### config.mk
export PLATFORM = sky130hd
export DESIGN_NAME = xorshift_mask_collision_score
export DESIGN_NICKNAME = d
export VERILOG_FILES = /design/src/sv/xmcs_pkg.sv /design/src/sv/xmcs_ram.sv /design/src/sv/xmcs_mask_gen.sv /design/src/sv/xmcs_hist.sv /design/src/sv/xorshift_mask_collision_score.sv
export SDC_FILE = /design/constraint.sdc
export NUM_CORES = 2
export LEC_CHECK = 0
export BUFFER_PORTS_ARGS = -buffer_cell sky130_fd_sc_hd__buf_2
export CAP_MARGIN = 20
export CORE_MARGIN = 8
export CORE_UTILIZATION = 30
export CTS_BUF_LIST = sky130_fd_sc_hd__clkbuf_8
export CTS_CLUSTER_DIAMETER = 200
export DETAILED_ROUTE_END_ITERATION = 8
export PLACE_DENSITY = 0.49
export SYNTH_ARGS = -nofsm -noshare
export SYNTH_HDL_FRONTEND = slang
export SYNTH_MEMORY_MAX_BITS = 65536
export SYNTH_SLANG_ARGS = --single-unit
### constraint.sdc
create_clock -name clk -period 19.8 [get_ports clk]
set_input_delay 3.96 -clock clk [delete_from_list [all_inputs] [get_ports clk]]
set_output_delay 3.96 -clock clk [all_outputs]
set_load 0.01 [all_outputs]
### src/sv/xmcs_pkg.sv
package xmcs_pkg;

    localparam int unsigned MAX_LEN       = 65536;
    localparam int unsigned BINS          = 256;
    localparam int unsigned BIN_W         = 8;
    localparam int unsigned SEED_W        = 24;
    localparam int unsigned STATE_W       = 64;
    localparam int unsigned COUNT_W       = 17;
    localparam int unsigned SCORE_W       = 31;
    localparam int unsigned SHIFT_A       = 13;
    localparam int unsigned SHIFT_B       = 7;
    localparam int unsigned SHIFT_C       = 17;

    localparam logic [STATE_W-1:0] DEFAULT_STATE = 64'h1234_5678_9ABC_DEF0;
    localparam logic [COUNT_W-1:0] MAX_LEN_C     = COUNT_W'(MAX_LEN);
    localparam logic [SCORE_W-1:0] SCORE_MAX     = {SCORE_W{1'b1}};

    typedef logic [BIN_W-1:0]   bin_t;
    typedef logic [COUNT_W-1:0] count_t;
    typedef logic [SCORE_W-1:0] score_t;

    typedef struct packed {
        logic   start;
        logic   active;
        logic   last;
        bin_t   bin;
        count_t byte_count;
        logic   too_long;
    } hist_req_t;

    typedef struct packed {
        logic   valid;
        logic   last;
        score_t score;
        count_t byte_count;
        logic   too_long;
    } hist_stat_t;

    function automatic logic [STATE_W-1:0] xorshift_step(input logic [STATE_W-1:0] x);
        logic [STATE_W-1:0] y;
        y = x ^ (x << SHIFT_A);
        y = y ^ (y >> SHIFT_B);
        y = y ^ (y << SHIFT_C);
        return y;
    endfunction

endpackage

### src/sv/xmcs_ram.sv
module xmcs_ram #(
    parameter int unsigned WIDTH = 8,
    parameter int unsigned DEPTH = 256
) (
    input  logic                     clk,
    input  logic                     we,
    input  logic [$clog2(DEPTH)-1:0] waddr,
    input  logic [WIDTH-1:0]         wdata,
    input  logic                     re,
    input  logic [$clog2(DEPTH)-1:0] raddr,
    output logic [WIDTH-1:0]         rdata
);

    logic [WIDTH-1:0] mem [DEPTH];
    logic [WIDTH-1:0] rdata_reg;

    always_ff @(posedge clk)
    begin
        if (we)
        begin
            mem[waddr] <= wdata;
        end
        if (re)
        begin
            rdata_reg <= mem[raddr];
        end
    end

    assign rdata = rdata_reg;

endmodule

### src/sv/xmcs_mask_gen.sv
module xmcs_mask_gen (
    input  logic                           clk,
    input  logic                           rst_n,
    input  logic                           seed_we,
    input  logic [xmcs_pkg::SEED_W-1:0]    seed_wdata,
    input  logic                           start,
    input  logic                           step,
    output logic [xmcs_pkg::BIN_W-1:0]     mask
);

    import xmcs_pkg::*;

    logic [SEED_W-1:0]  seed_reg;
    logic [STATE_W-1:0] state_reg;
    logic [STATE_W-1:0] state_next;
    logic [STATE_W-1:0] base;
    logic [STATE_W-1:0] first;

    assign base       = start ? ((seed_reg == '0) ? DEFAULT_STATE : STATE_W'(seed_reg))
                              : state_reg;
    assign first      = xorshift_step(base);
    assign state_next = xorshift_step(first);
    assign mask       = first[BIN_W-1:0] | state_next[BIN_W-1:0];

    always_ff @(posedge clk or negedge rst_n)
    begin
        if (!rst_n)
        begin
            seed_reg  <= '0;
            state_reg <= DEFAULT_STATE;
        end
        else
        begin
            if (seed_we)
            begin
                seed_reg <= seed_wdata;
            end
            if (step)
            begin
                state_reg <= state_next;
            end
        end
    end

endmodule

### src/sv/xmcs_hist.sv
module xmcs_hist (
    input  logic                   clk,
    input  logic                   rst_n,
    input  logic                   issue,
    input  xmcs_pkg::hist_req_t    req,
    input  logic                   hold,
    output xmcs_pkg::hist_stat_t   stat
);

    import xmcs_pkg::*;

    hist_req_t         b_reg;
    logic              b_valid_reg;
    logic [BINS-1:0]   valid_reg;
    logic              fwd_valid_reg;
    bin_t              fwd_bin_reg;
    count_t            fwd_count_reg;
    score_t            score_reg;

    count_t            rdata;
    count_t            prev;
    count_t            count;
    count_t            count_next;
    score_t            score_base;
    logic [SCORE_W:0]  sum;
    score_t            score_next;
    logic              advance;
    logic              we;

    xmcs_ram #(
        .WIDTH (COUNT_W),
        .DEPTH (BINS)
    ) u_ram (
        .clk   (clk),
        .we    (we),
        .waddr (b_reg.bin),
        .wdata (count_next),
        .re    (issue && req.active),
        .raddr (req.bin),
        .rdata (rdata)
    );

    always_comb
    begin
        prev       = (fwd_valid_reg && (fwd_bin_reg == b_reg.bin)) ? fwd_count_reg : rdata;
        count      = (b_reg.start || !valid_reg[b_reg.bin]) ? '0 : prev;
        count_next = count + COUNT_W'(1);
        score_base = b_reg.start ? '0 : score_reg;
        sum        = {1'b0, score_base} + (SCORE_W+1)'(count);
        if (!b_reg.active)
        begin
            score_next = score_base;
        end
        else if (sum > (SCORE_W+1)'(SCORE_MAX))
        begin
            score_next = SCORE_MAX;
        end
        else
        begin
            score_next = sum[SCORE_W-1:0];
        end
    end

    assign advance = b_valid_reg && !hold;
    assign we      = advance && b_reg.active;

    assign stat.valid      = b_valid_reg;
    assign stat.last       = b_reg.last;
    assign stat.score      = score_next;
    assign stat.byte_count = b_reg.byte_count;
    assign stat.too_long   = b_reg.too_long;

    always_ff @(posedge clk or negedge rst_n)
    begin
        if (!rst_n)
        begin
            b_valid_reg   <= 1'b0;
            valid_reg     <= '0;
            fwd_valid_reg <= 1'b0;
            score_reg     <= '0;
        end
        else
        begin
            b_valid_reg <= issue || (b_valid_reg && hold);
            if (advance)
            begin
                score_reg <= score_next;
            end
            if (we)
            begin
                fwd_valid_reg <= 1'b1;
                if (b_reg.start)
                begin
                    valid_reg <= BINS'(1) << b_reg.bin;
                end
                else
                begin
                    valid_reg[b_reg.bin] <= 1'b1;
                end
            end
        end
    end

    always_ff @(posedge clk)
    begin
        if (issue)
        begin
            b_reg <= req;
        end
        if (we)
        begin
            fwd_bin_reg   <= b_reg.bin;
            fwd_count_reg <= count_next;
        end
    end

endmodule

### src/sv/xorshift_mask_collision_score.sv
// Channel   Dir  Beat fields (lowest bit first)
// s_axis    in   tdata: data_byte[7:0]; tlast: last
// m_axis    out  tdata: score[30:0], byte_count[47:31], too_long[48], zero pad to 56
// cfg       in   cfg_wdata: seed[23:0], written when cfg_we is high
//
// One byte per cycle while s_tready is high: the histogram RAM is read at accept and
// written when the b stage advances, with the last write forwarded to the following read.
// A last byte holds while the result register is full and m_tready is low.
// Reset is asynchronous; bin valid bits clear at reset and at each run start, so the
// histogram RAM needs no clearing pass.
module xorshift_mask_collision_score (
    input  logic                          clk,
    input  logic                          rst_n,
    input  logic                          cfg_we,
    input  logic [xmcs_pkg::SEED_W-1:0]   cfg_wdata,   // seed
    input  logic                          s_tvalid,
    output logic                          s_tready,
    input  logic [7:0]                    s_tdata,     // data_byte
    input  logic                          s_tlast,     // last
    output logic                          m_tvalid,
    input  logic                          m_tready,
    output logic [55:0]                   m_tdata      // score, byte_count, too_long
);

    import xmcs_pkg::*;

    logic        issue;
    logic        hold;
    logic        start;
    logic        active;
    count_t      byte_count;
    logic        too_long;
    bin_t        mask;
    hist_req_t   req;
    hist_stat_t  stat;

    count_t      run_len_reg;
    count_t      run_len_next;
    logic        ovf_reg;
    logic        ovf_next;
    logic        out_valid_reg;
    logic        out_valid_next;
    score_t      out_score_reg;
    count_t      out_count_reg;
    logic        out_too_long_reg;
    logic        load;

    assign hold     = stat.valid && stat.last && out_valid_reg && !m_tready;
    assign s_tready = !hold;
    assign issue    = s_tvalid && s_tready;

    assign start      = (run_len_reg == '0);
    assign active     = (run_len_reg < MAX_LEN_C);
    assign byte_count = active ? (run_len_reg + COUNT_W'(1)) : run_len_reg;
    assign too_long   = ovf_reg || !active;

    xmcs_mask_gen u_mask_gen (
        .clk        (clk),
        .rst_n      (rst_n),
        .seed_we    (cfg_we),
        .seed_wdata (cfg_wdata),
        .start      (start),
        .step       (issue && active),
        .mask       (mask)
    );

    assign req.start      = start;
    assign req.active     = active;
    assign req.last       = s_tlast;
    assign req.bin        = s_tdata + mask;
    assign req.byte_count = byte_count;
    assign req.too_long   = too_long;

    xmcs_hist u_hist (
        .clk   (clk),
        .rst_n (rst_n),
        .issue (issue),
        .req   (req),
        .hold  (hold),
        .stat  (stat)
    );

    always_comb
    begin
        run_len_next = run_len_reg;
        ovf_next     = ovf_reg;
        if (issue)
        begin
            run_len_next = s_tlast ? '0 : byte_count;
            ovf_next     = s_tlast ? 1'b0 : too_long;
        end
    end

    assign load           = stat.valid && stat.last && !hold;
    assign out_valid_next = (out_valid_reg && !m_tready) || load;

    always_ff @(posedge clk or negedge rst_n)
    begin
        if (!rst_n)
        begin
            run_len_reg   <= '0;
            ovf_reg       <= 1'b0;
            out_valid_reg <= 1'b0;
        end
        else
        begin
            run_len_reg   <= run_len_next;
            ovf_reg       <= ovf_next;
            out_valid_reg <= out_valid_next;
        end
    end

    always_ff @(posedge clk)
    begin
        if (load)
        begin
            out_score_reg    <= stat.score;
            out_count_reg    <= stat.byte_count;
            out_too_long_reg <= stat.too_long;
        end
    end

    assign m_tvalid = out_valid_reg;
    assign m_tdata  = {7'b0, out_too_long_reg, out_count_reg, out_score_reg};

endmodule

==> reports/metrics.yaml <==
timing:
  slew_violations: 0
  skew_ns: 0.114
  slew_headroom: 0.177
  hold_viol: 0
  max_freq_mhz: 99.9
  rsz0062_at_grt: "no"
  setup_viol_count_final: 0
  final.period_utilization: 0.506
  fin_setup_tns_ns: 0
  finalHoldWorstSlack_ns: 0.417
  tightest_slew_ns: 1.23
  period_needed_ns: 10.01
finish:
  nets: 9683
  drive_above_1_share: 0.315
  area_growth_pct: 15.1
  largest_reg_flops: 4352
  stdcell_area_sq_um: 222000
  fillers: 59500
  utilization: 0.346
cts:
  numCtsBuffers: 797
  path_clk_slew_ns: 0.06
  clk_latency_ns: 1.30
  cts_resized: 0
  cts.sinks: 4868
  cts_setup_buffers: 0
  root_buffer: "clkbuf_8"
  clockBufferDepth: 4
  htreeDepth: 6
  cts_hold_buf: 0
  cts_tree: "yes"
routing:
  post_drt_wl_per_cell_um: 30.6
  dr.pass1.iters: 8
  first_iter_violations: 10900
  viasPerCell: 5.05
  vias: 95400
  totalWireLength_mm: 577
  drtAntennaViolNets: 0
  drc: 0
floorplan:
  ioPinCount: 96
  core-area_sq_um: 641000
  initial_core_util: 0.301
  std_cell_rows: 294
  dieWidth_um: 818
  fp.dieH_um: 818
  die_area_sq_um: 669000
worst_setup_path:
  reg2reg_depth: 23
  path_class: "reg2reg"
  cp_data_required_time_ns: 20.80
  startpoint_type: "flip-flop"
  cp_data_arrival_time_ns: 11.01
  r2r_slack_ns: 9.79
  worst_r2r_endpoint: "u_hist.u_ram.rdata[8]$_DFFE_PP_"
  timing.rr.start: "run_len_reg[0]$_DFFE_PN0P_"
  crit_fanout: 132
  crit_path_end_kind: "flip-flop"
placement:
  port_buffers: 88
  placed_area_sq_um: 207000
  dp_hpwl_mm: 333
  routabilityCongestion: 0.836
grt:
  grt_antenna_before_repair: 35
  grt_use_total: 0.168
  grt_max_degree: 164
  grt_pass1_vias: 99100
  grt_pass1_wl_mm: 798
  grt_remaining_overflow: 0
synthesis:
  synth_cells: 8921
  syn_area_per_cell_sq_um: 21.6
  yosysMostFrequentCell: "edfxtp_1"
  syn_area_sq_um: 193000
  yosys_warnings: 0
  synth_cell_type_count: 90
  synth_top_area_frac: 0.696
  synthArstFlopShare: 0.0813
  synthFlopType: "edfxtp_1"
  yosys.area.top_type: "edfxtp_1"
  synthTopCellsByCount: "edfxtp_1 (4,472), mux4_2 (1,487), nor2_1 (392), clkbuf_1 (372), dfrtp_1 (364)"
  ys_ff_latch: 4868
  synth-edff-count: 4472
  ys_seq_area_frac: 0.747
  synth.top_cells.by_area: "edfxtp_1 (70%), mux4_2 (17%), dfrtp_1 (4.7%)"
flow_run:
  drv_cap: 0
run_status:
  status: "completed"
worst_hold_path:
  whs_endpoint: "out_count_reg[14]$_DFFE_PP_"
  holdPathStages: 0
  hp-class: "reg2reg"
  holdCritStartpoint: "u_hist.stat[15]$_DFFE_PP_"
cells in the final DEF, fill, tap and decap left out, types with 127 or more instances in the layout:
cell / count
clkbuf_8: 837
nor2_4: 243
dfrtp_1: 364
a21o_1: 270
xnor2_1: 274
edfxtp_1: 4472
mux4_2: 1487
nand2_1: 288
inv_1: 341
buf_4: 237
clkinv_1: 171
xor2_1: 131
nor2_1: 127
metrics by stage:
step                cells  worst slack, ns
floorplan            8927             4.41
global placement    17400             8.71
detailed placement  17400             8.71
CTS                 18800             9.50
global route        18900             9.41
finish              18900             9.79
how the worst max path moves through the flow:
stage	from	endpoint	slack (ns)
final	run_len_reg[0]$_DFFE_PN0P_	u_hist.u_ram.rdata[8]$_DFFE_PP_	9.79
after global routing	run_len_reg[12]$_DFFE_PN0P_	u_hist.u_ram.rdata[8]$_DFFE_PP_	9.41
after global placement	s_tdata[0]	u_hist.u_ram.rdata[8]$_DFFE_PP_	8.71
after floorplan	u_hist.b_reg[19]$_DFFE_PP_	u_hist.fwd_count_reg[2]$_DFFE_PP_	4.41
after CTS	run_len_reg[0]$_DFFE_PN0P_	u_hist.u_ram.rdata[8]$_DFFE_PP_	9.50
after detailed placement	s_tdata[0]	u_hist.u_ram.rdata[14]$_DFFE_PP_	8.71
metal layers:
layer	routed length [um]	part of all wire	GRT usage
met1	241000	0.42	0.225
met2	282000	0.49	0.280
met3	38700	0.067	0.0316
met4	15200	0.026	0.0444
met5	115	0.00020	0
final cells by class:
cell class	count	area [sq um]	share of cell area
Clock inverter	617	3200	0.0144
Tap cell	8584	10700	0.0484
Clock buffer	837	11500	0.0519
Multi-Input combinational cell	3526	48800	0.220
Timing Repair Buffer	377	3340	0.0150
Inverter	40	158	0.000710
Antenna cell	29	72.6	0.000327
Sequential cell	4868	144000	0.649
worst max-delay path: stages (launching register included):
cell     delay, ns
dfrtp_1       0.43
inv_1         0.08
ha_1          0.15
nor4b_1       0.25
nand4_1       0.26
inv_2         0.51
buf_4         0.51
o22ai_1       0.15
xor2_1        0.43
inv_1         0.14
ha_1          0.22
inv_1         0.10
ha_4          0.14
inv_1         0.06
fa_4          1.00
buf_12        0.52
buf_4         0.87
buf_12        0.70
buf_4         0.39
buf_16        0.33
mux4_2        0.37
mux4_2        0.51
mux4_2        0.55
mux4_2        0.47
kinds of logic after synthesis:
logic type	synth area share
AND/OR/NAND/NOR	0.0190
other	0.0000194
AO/OA/AOI/OAI	0.0218
flip-flops	0.747
buffers and inverters	0.0111
multiplexers	0.179
adder cells (fa/ha/maj)	0.00231
XOR/XNOR	0.0192
Power is not shown: default switching activity piles up to over one toggle a cycle in this logic, so the estimate is an artifact.
